[config.mk]
export PLATFORM = sky130hd
export DESIGN_NAME = shape_rasterizer_bitmap_core
export DESIGN_NICKNAME = d
export VERILOG_FILES = /design/src/hdl/srb_pkg.sv /design/src/hdl/srb_ram.sv /design/src/hdl/srb_span_mask.sv /design/src/hdl/srb_ring_unit.sv /design/src/hdl/shape_rasterizer_bitmap_core.sv
export SDC_FILE = /design/constraint.sdc
export NUM_CORES = 2
export LEC_CHECK = 0
export ABC_CLOCK_PERIOD_IN_PS = 10400
export CAP_MARGIN = 20
export CORE_MARGIN = 2
export CORE_UTILIZATION = 41
export DETAILED_ROUTE_END_ITERATION = 10
export DONT_BUFFER_PORTS = 1
export SYNTH_ARGS = -nofsm -noshare
export SYNTH_HDL_FRONTEND = slang
export SYNTH_SLANG_ARGS = --single-unit
export TNS_END_PERCENT = 20
[constraint.sdc]
create_clock -name clk -period 10.4 [get_ports clk]
set_input_delay 1.04 -clock clk [delete_from_list [all_inputs] [get_ports clk]]
set_output_delay 1.04 -clock clk [all_outputs]
set_load 0.01 [all_outputs]
[src/hdl/srb_pkg.sv]
// shared types and constants for the bitmap shape rasterizer
package srb_pkg;

  localparam int DEF_CANVAS_ROWS = 32;
  localparam int DEF_CANVAS_COLS = 64;

  localparam int ROW_BITS_W = 64;  // width of one canvas row word
  localparam int ROW_IDX_W  = 6;   // width of an emitted row number
  localparam int SQ_W       = 20;  // squares and ring accumulator
  localparam int DELTA_W    = 10;  // signed pixel offsets

  localparam logic KIND_ACK = 1'b0;
  localparam logic KIND_ROW = 1'b1;

  typedef enum logic [2:0] {
    OP_RECT    = 3'd0,
    OP_LINE    = 3'd1,
    OP_TRI     = 3'd2,
    OP_CIRCLE  = 3'd3,
    OP_CLEAR   = 3'd4,
    OP_DISPLAY = 3'd5
  } srb_op_t;

  typedef struct packed {
    logic [2:0]        op;
    logic signed [7:0] row_coord;
    logic signed [7:0] col_coord;
    logic signed [7:0] extent_a;
    logic signed [7:0] extent_b;
  } srb_cmd_t;

  typedef struct packed {
    logic                  kind;
    logic [ROW_IDX_W-1:0]  row_index;
    logic [ROW_BITS_W-1:0] row_bits;
    logic                  last;
  } srb_res_t;

  typedef enum logic [1:0] {
    MUL_RAD = 2'd0,
    MUL_COL = 2'd1,
    MUL_ROW = 2'd2
  } srb_mul_sel_t;

  typedef struct packed {
    logic         mul_en;
    srb_mul_sel_t mul_sel;
    logic         init;
    logic         step;
  } srb_ring_ctl_t;

  typedef enum logic [3:0] {
    S_IDLE,
    S_SQ_RAD,
    S_SQ_COL,
    S_ROW_RD,
    S_RING_INIT,
    S_RING_PIX,
    S_ROW_WR,
    S_ACK,
    S_DISP_RD,
    S_DISP_OUT
  } srb_state_t;

endpackage

[src/hdl/srb_ram.sv]
// generic single-write, single-read ram with registered read data
module srb_ram #(
  parameter int WIDTH = 64,
  parameter int DEPTH = 32
) (
  input  logic                                   clk,
  input  logic                                   we,
  input  logic [((DEPTH > 1) ? $clog2(DEPTH) : 1)-1:0] waddr,
  input  logic [WIDTH-1:0]                       wdata,
  input  logic [((DEPTH > 1) ? $clog2(DEPTH) : 1)-1:0] raddr,
  output logic [WIDTH-1:0]                       rdata
);

  logic [WIDTH-1:0] mem [DEPTH];

  always_ff @(posedge clk) begin
    if (we) begin
      mem[waddr] <= wdata;
    end
    rdata <= mem[raddr];
  end

endmodule

[src/hdl/srb_span_mask.sv]
// row mask for rectangle, line and triangle outlines
module srb_span_mask #(
  parameter int CANVAS_COLS = srb_pkg::DEF_CANVAS_COLS
) (
  input  srb_pkg::srb_cmd_t                 cmd,
  input  logic [srb_pkg::ROW_IDX_W-1:0]     row,
  output logic [srb_pkg::ROW_BITS_W-1:0]    mask
);

  import srb_pkg::*;

  // columns lo..hi inside the canvas
  function automatic logic [ROW_BITS_W-1:0] span(input logic signed [10:0] lo,
                                                  input logic signed [10:0] hi);
    logic [ROW_BITS_W-1:0] m;
    logic signed [10:0]    jj;
    m = '0;
    for (int j = 0; j < ROW_BITS_W; j++) begin
      jj = signed'(11'(j));
      if (j < CANVAS_COLS) begin
        m[j] = (jj >= lo) && (jj <= hi);
      end
    end
    return m;
  endfunction

  logic signed [10:0] ri, r, c, a, b, k;
  logic signed [10:0] lo1, hi1, lo2, hi2;
  logic               en1, en2;

  always_comb begin
    ri = signed'({5'b0, row});
    r  = 11'(cmd.row_coord);
    c  = 11'(cmd.col_coord);
    a  = 11'(cmd.extent_a);
    b  = 11'(cmd.extent_b);
    k  = ri - r;
    en1 = 1'b0;
    en2 = 1'b0;
    lo1 = c;
    hi1 = c;
    lo2 = c;
    hi2 = c;
    case (cmd.op)
      OP_RECT: begin
        if (a > 0 && b > 0 && ri >= r && ri <= r + b - 11'sd1) begin
          en1 = 1'b1;
          if (ri == r || ri == r + b - 11'sd1) begin
            hi1 = c + a - 11'sd1;
          end else begin
            en2 = 1'b1;
            lo2 = c + a - 11'sd1;
            hi2 = c + a - 11'sd1;
          end
        end
      end
      OP_LINE: begin
        if (r == a) begin
          // horizontal
          en1 = (ri == r);
          lo1 = (c < b) ? c : b;
          hi1 = (c < b) ? b : c;
        end else if (c == b) begin
          // vertical
          en1 = (ri >= ((r < a) ? r : a)) && (ri <= ((r < a) ? a : r));
        end
      end
      OP_TRI: begin
        if (a > 0 && k >= 0 && k <= a - 11'sd1) begin
          en1 = 1'b1;
          if (k == a - 11'sd1) begin
            hi1 = c + k;
          end else begin
            en2 = 1'b1;
            lo2 = c + k;
            hi2 = c + k;
          end
        end
      end
      default: begin
        en1 = 1'b0;
      end
    endcase
    mask = (en1 ? span(lo1, hi1) : '0) | (en2 ? span(lo2, hi2) : '0);
  end

endmodule

[src/hdl/srb_ring_unit.sv]
// shared squarer and per-pixel ring distance walker for circles
module srb_ring_unit (
  input  logic                          clk,
  input  srb_pkg::srb_ring_ctl_t        ctl,
  input  srb_pkg::srb_cmd_t             cmd,
  input  logic [srb_pkg::ROW_IDX_W-1:0] row,
  output logic                          hit
);

  import srb_pkg::*;

  logic signed [DELTA_W-1:0] mul_x;
  logic signed [SQ_W-1:0]    prod;
  logic signed [SQ_W-1:0]    asq, csq, dx2, acc;
  logic signed [DELTA_W-1:0] dy;
  logic signed [SQ_W-1:0]    rad;
  logic signed [SQ_W-1:0]    stride;

  always_comb begin
    case (ctl.mul_sel)
      MUL_RAD: mul_x = DELTA_W'(cmd.extent_a);
      MUL_COL: mul_x = DELTA_W'(cmd.col_coord);
      default: mul_x = signed'(DELTA_W'(row)) - DELTA_W'(cmd.row_coord);
    endcase
    prod   = SQ_W'(mul_x) * SQ_W'(mul_x);
    rad    = SQ_W'(cmd.extent_a);
    // (dy+1)^2 - dy^2
    stride = SQ_W'(signed'({dy, 1'b1}));
    hit    = (rad > 0) && (acc < rad) && (acc > -rad);
  end

  always_ff @(posedge clk) begin
    if (ctl.mul_en) begin
      case (ctl.mul_sel)
        MUL_RAD: asq <= prod;
        MUL_COL: csq <= prod;
        default: dx2 <= prod;
      endcase
    end
    if (ctl.init) begin
      acc <= dx2 - asq + csq;
      dy  <= -DELTA_W'(cmd.col_coord);
    end else if (ctl.step) begin
      acc <= acc + stride;
      dy  <= dy + DELTA_W'(1);
    end
  end

endmodule

[src/hdl/shape_rasterizer_bitmap_core.sv]
// top level of the bitmap shape rasterizer: sequencer, canvas ram and result register
//
// usage
// - cmd channel: one item per command (rectangle, line, triangle, circle,
//   clear, display); taken when cmd_valid is high and cmd_stall low
// - res channel: rectangle, line, triangle, circle, clear and unknown ops
//   each return one ack item (kind 0, last 1); display returns one item
//   per canvas row, in row order, last set on the final row
// - cmd_stall is high while a command is in progress; one command at a time
// - steps per command, C = CANVAS_COLS:
//     rectangle, line, triangle: read then write each row, then the ack
//     circle: per row a read, C pixels one per cycle through the ring unit, a write
//     clear and unknown ops: the ack only
//     display: per row a registered ram read, then the row item
// - the canvas ram has one write and one read port; a valid flag per row
//   marks rows written since reset or clear, other rows read as zero,
//   so reset and clear take effect at once with no sweep
// - a stalled result holds in the output register; the sequencer waits on
//   the ack or the next display row until the register frees up
// - rst is synchronous, active high; it empties the canvas and result register
module shape_rasterizer_bitmap_core #(
  parameter int CANVAS_ROWS = srb_pkg::DEF_CANVAS_ROWS,
  parameter int CANVAS_COLS = srb_pkg::DEF_CANVAS_COLS
) (
  input  logic              clk,
  input  logic              rst,
  input  logic              cmd_valid,
  output logic              cmd_stall,
  input  srb_pkg::srb_cmd_t cmd,
  output logic              res_valid,
  input  logic              res_stall,
  output srb_pkg::srb_res_t res
);

  import srb_pkg::*;

  localparam int ROW_W = (CANVAS_ROWS > 1) ? $clog2(CANVAS_ROWS) : 1;
  localparam int COL_W = (CANVAS_COLS > 1) ? $clog2(CANVAS_COLS) : 1;
  localparam logic [ROW_W-1:0] ROW_LAST = ROW_W'(CANVAS_ROWS - 1);
  localparam logic [COL_W-1:0] COL_LAST = COL_W'(CANVAS_COLS - 1);

  srb_state_t state, state_next;
  srb_cmd_t   cmd_q;
  logic [ROW_W-1:0]      row, row_next;
  logic [COL_W-1:0]      col, col_next;
  logic [ROW_BITS_W-1:0] mask, mask_next;
  logic [CANVAS_ROWS-1:0] row_valid;

  // control strobes from the sequencer
  logic          mem_we;
  logic          valid_clr;
  logic          res_load;
  srb_res_t      res_item;
  srb_ring_ctl_t ring_ctl;

  logic [ROW_BITS_W-1:0] rdata, row_word, wdata, span_mask;
  logic                  ring_hit;
  logic                  res_free;

  // ram output gated by the row valid flag
  assign row_word  = row_valid[row] ? rdata : '0;
  assign wdata     = row_word | mask;
  assign res_free  = !res_valid || !res_stall;
  assign cmd_stall = (state != S_IDLE);

  srb_ram #(
    .WIDTH(ROW_BITS_W),
    .DEPTH(CANVAS_ROWS)
  ) u_canvas (
    .clk  (clk),
    .we   (mem_we),
    .waddr(row),
    .wdata(wdata),
    .raddr(row),
    .rdata(rdata)
  );

  srb_span_mask #(
    .CANVAS_COLS(CANVAS_COLS)
  ) u_span (
    .cmd (cmd_q),
    .row (ROW_IDX_W'(row)),
    .mask(span_mask)
  );

  srb_ring_unit u_ring (
    .clk(clk),
    .ctl(ring_ctl),
    .cmd(cmd_q),
    .row(ROW_IDX_W'(row)),
    .hit(ring_hit)
  );

  always_ff @(posedge clk) begin
    if (rst) begin
      state <= S_IDLE;
    end else begin
      state <= state_next;
    end
  end

  always_comb begin
    state_next = state;
    row_next   = row;
    col_next   = col;
    mask_next  = mask;
    mem_we     = 1'b0;
    valid_clr  = 1'b0;
    res_load   = 1'b0;
    res_item   = '0;
    ring_ctl   = '0;
    unique case (state)
      S_IDLE: begin
        if (cmd_valid) begin
          row_next = '0;
          unique case (cmd.op) inside
            OP_RECT, OP_LINE, OP_TRI: state_next = S_ROW_RD;
            OP_CIRCLE:                state_next = S_SQ_RAD;
            OP_CLEAR: begin
              valid_clr  = 1'b1;
              state_next = S_ACK;
            end
            OP_DISPLAY:               state_next = S_DISP_RD;
            default:                  state_next = S_ACK;
          endcase
        end
      end
      // radius and centre column squares, once per circle
      S_SQ_RAD: begin
        ring_ctl.mul_en  = 1'b1;
        ring_ctl.mul_sel = MUL_RAD;
        state_next       = S_SQ_COL;
      end
      S_SQ_COL: begin
        ring_ctl.mul_en  = 1'b1;
        ring_ctl.mul_sel = MUL_COL;
        state_next       = S_ROW_RD;
      end
      // ram read issued here for the row; data lands in S_ROW_WR
      S_ROW_RD: begin
        if (cmd_q.op == OP_CIRCLE) begin
          ring_ctl.mul_en  = 1'b1;
          ring_ctl.mul_sel = MUL_ROW;
          state_next       = S_RING_INIT;
        end else begin
          mask_next  = span_mask;
          state_next = S_ROW_WR;
        end
      end
      S_RING_INIT: begin
        ring_ctl.init = 1'b1;
        col_next      = '0;
        mask_next     = '0;
        state_next    = S_RING_PIX;
      end
      // one pixel of the ring per cycle
      S_RING_PIX: begin
        ring_ctl.step = 1'b1;
        mask_next     = mask | (ROW_BITS_W'(ring_hit) << col);
        col_next      = col + 1'b1;
        if (col == COL_LAST) begin
          state_next = S_ROW_WR;
        end
      end
      S_ROW_WR: begin
        mem_we = 1'b1;
        if (row == ROW_LAST) begin
          state_next = S_ACK;
        end else begin
          row_next   = row + 1'b1;
          state_next = S_ROW_RD;
        end
      end
      S_ACK: begin
        if (res_free) begin
          res_load       = 1'b1;
          res_item.kind  = KIND_ACK;
          res_item.last  = 1'b1;
          state_next     = S_IDLE;
        end
      end
      S_DISP_RD: begin
        state_next = S_DISP_OUT;
      end
      S_DISP_OUT: begin
        if (res_free) begin
          res_load           = 1'b1;
          res_item.kind      = KIND_ROW;
          res_item.row_index = ROW_IDX_W'(row);
          res_item.row_bits  = row_word;
          res_item.last      = (row == ROW_LAST);
          if (row == ROW_LAST) begin
            state_next = S_IDLE;
          end else begin
            row_next   = row + 1'b1;
            state_next = S_DISP_RD;
          end
        end
      end
      default: begin
        state_next = S_IDLE;
      end
    endcase
  end

  // datapath registers
  always_ff @(posedge clk) begin
    if (cmd_valid && !cmd_stall) begin
      cmd_q <= cmd;
    end
    row  <= row_next;
    col  <= col_next;
    mask <= mask_next;
  end

  // row valid flags: cleared by reset and clear, set on each row write
  always_ff @(posedge clk) begin
    if (rst || valid_clr) begin
      row_valid <= '0;
    end else if (mem_we) begin
      row_valid[row] <= 1'b1;
    end
  end

  // result register
  always_ff @(posedge clk) begin
    if (rst) begin
      res_valid <= 1'b0;
    end else if (res_load) begin
      res_valid <= 1'b1;
    end else if (!res_stall) begin
      res_valid <= 1'b0;
    end
  end

  always_ff @(posedge clk) begin
    if (res_load) begin
      res <= res_item;
    end
  end

endmodule
==> metrics.txt <==
Yosys warnings=0; post-route design area=116000 um2; Clock Tree Buf Depth=3; xor/xnor share of the synthesized area=0.909%; Iter 0 DRT Violations=8180; Core Area=251000 um2; die span in x=506 um; Worst R2R Setup Slack=2100 ps; largest net degree at the start of global routing=115; # port buffers=0; wirelength, routed=309000 um; htree depth=4; routed vias=58900; RSZ-0062 raised after global routing=false; worst hold path type=in2reg; Pleak=38.4 nW; worst-path maximum fanout=23; post-synth design cell area=103000 um2; Cell variety after synth=97; initial antenna violation count=12; DP Wirelength=176000 um; clk_lat worst skew=920 ps; CTS root buffer=clkbuf_16; Max Cap Viol=0; predominant post-synthesis flop cell=edfxtp_1; mux cell area share after synthesis=11.5%; final clock skew=87.9 ps; num rows=184; Sink Count=2417; layout cells sized above 1=18.0%; Setup-failing EPs final=0; Tcrit/Tclk final=79.8%; worst reg2reg path depth=22; vias in the first global route=58000; Slew Limit Headroom=16.8%; hold_buf cts=0; Die Footprint=256000 um2; status=finished clean; crit path to=u_ring.dx2[18]; # DRC=0; Post-CTS Setup Bufs=0; Hold Vio Cnt, Final=0; Synth Area in Adders=4.34%; Seq cells post-synth=2417; Avg Cell Area, Syn=17.3 um2; Slew Limit Fails=0; initial core utilization=41.1%; filler cell count in the final layout=21200; Power Density=386 nW/um2; CP Data Arrival Time=8910 ps; post-synthesis cell count=5973; Resized cells post-CTS=0; Worst-path clk slew=70 ps; sequential-to-total area share from yosys stat=69.4%; number of I/O pins=113; Die H=506 um; GRT Residual Overflow=0; crit path kind=reg2reg; capturing point of the worst reg2reg path=u_ring.dx2[18]; most common library cell in the layout ignoring fill and taps=edfxtp_1; NumNets Final=6427; detailed-route wire length per cell=32.1 um; most frequent cells in the layout=edfxtp_1, mux4_2, nor2_1; first-pass GRT wire length=438000 um; CP Capture Type=flop; vias per std cell=6.10; Fin Setup TNS=0 ps; fmax=121 MHz; Worst-Margin Slew=1240 ps; Synth Area in Compound Gates=6.94%; Antenna Nets Post-Route=0; Post-synth EDFFs=2316; Setup crit start=cmd_q[33]; Num CTS Buffers=239; GPL Wtd Cong=0.964; largest family of logic cells by synthesized area=multiplexers; post-synthesis simple-gate area fraction=4.91%; post-layout min period=8300 ps; TritonCTS clock tree=yes; Syn-to-layout area delta=12.3%; startpoint types=flop; drt first pass iters=6; Critical R2R Launch=cmd_q[33]; placed cell area=108000 um2; GRT Total Usage=23.9%; Max IR drop VDD=1.86 mV; Post-synth ARST share=0%; Critical Path RT=11020 ps
==> worst min path at each step <==
stage                     depth (start not counted)           from  slack [ps]       endpoint
after detailed placement                          2  row_valid[26]         450  row_valid[26]
final                                             1            rst         220       state[0]
after CTS                                         1            rst         150       state[0]
after global routing                              1            rst         180       state[3]
after floorplan                                   2  row_valid[10]         430  row_valid[10]
after global placement                            2   row_valid[6]         440   row_valid[6]
==> metal layers <==
layer	share of wire, %	GRT usage (%)	vias to the layer above
li1	-	-	24300
met1	42	34.4	31300
met2	47	37.8	2822
met3	8.8	4.40	406
met4	2.4	5.71	6
met5	0.012	0	-
==> cells in the mapped netlist, types with 24 or more instances <==
cell | count | share of area [%]
a21o_1 | 100 | 0.73
a21oi_1 | 192 | 0.93
a22oi_1 | 267 | 1.9
a31oi_1 | 36 | 0.22
and2_1 | 28 | 0.17
and3_1 | 86 | 0.52
buf_1 | 61 | 0.22
clkbuf_1 | 208 | 0.76
dfxtp_1 | 101 | 2.0
edfxtp_1 | 2316 | 67
fa_1 | 95 | 1.8
ha_1 | 206 | 2.5
inv_1 | 259 | 0.94
mux4_2 | 520 | 11
nand2_1 | 207 | 0.75
nand2b_1 | 24 | 0.15
nand3_1 | 63 | 0.31
nand4_1 | 86 | 0.52
nor2_1 | 327 | 1.2
nor2b_1 | 33 | 0.20
nor3_1 | 60 | 0.29
nor4_1 | 24 | 0.15
o21a_1 | 25 | 0.18
o21ai_0 | 143 | 0.69
o22ai_1 | 32 | 0.19
xnor2_1 | 70 | 0.59
xor2_1 | 37 | 0.31
==> flip-flops by register name, summed over array words and instances (netlist names) <==
register	cells
res_valid	1
mask	64
u_ring.dy	10
u_ring.acc	20
state	4
u_ring.dx2	19
u_canvas.mem	2048
u_ring.asq	19
row_valid	32
res	71
u_ring.csq	19
row	5
col	6
cmd_q	35
u_canvas.rdata	64
==> critical path, cell delays in order, from the launching register on <==
cell       delay [ps]
edfxtp_1          610
nand2_1           130
nor2_1            190
nand4_1           390
inv_1             870
a21o_1            510
clkinv_1          410
nand2_1           230
inv_1             110
fa_1              700
inv_1             150
fa_1              570
inv_1              50
fa_1              460
fa_1              520
fa_1              490
ha_1              350
a21oi_1           230
nor2_1             80
a211oi_1          430
o2111ai_1         190
a21oi_1           200
xnor2_1           120
==> metrics by stage <==
stage	utilization [%]	hold WS (ps)	std cells	setup slack, ps	power (W)
global route	46.2	177	9648	1470	0.0476
CTS	46.2	148	9645	2060	0.0449
detailed placement	43.0	455	9191	2080	0.0361
finish	46.2	216	9654	2100	0.0447
floorplan	-	435	5974	1700	0.0311
global placement	43.0	443	9190	2120	0.0361
==> cell families (layout without fill, tap and decap cells) <==
logic type / count (synthesis) / after routing
xor gates and xnor gates: 107 / 107
AOI/OAI and AO/OA: 1041 / 1041
other: 1 / 8
adders and majority gates: 301 / 301
buffers and inverters: 541 / 867
DFF: 2417 / 2417
muxes: 537 / 537
and+or+nand+nor: 1028 / 1028
==> report_power, final <==
| part | internal, W | total, W | switching [W] |
|---|---|---|---|
| sequential | 0.0142 | 0.0148 | 0.000577 |
| combinational | 0.00852 | 0.0211 | 0.0126 |
| clock | 0.00504 | 0.00877 | 0.00373 |
==> area by class of cell <==
class | instances | area (um2) | share of cell area, %
antenna | 6 | 15.0 | 0.0130
clock buffer | 334 | 6540 | 5.64
clock inverter | 120 | 1450 | 1.25
inverter | 264 | 992 | 0.856
multi-input combinational | 3016 | 29900 | 25.8
sequential | 2417 | 71600 | 61.8
tap | 3348 | 4190 | 3.62
timing repair buffer | 149 | 1210 | 1.05
Power figures use the tool's default switching activity.
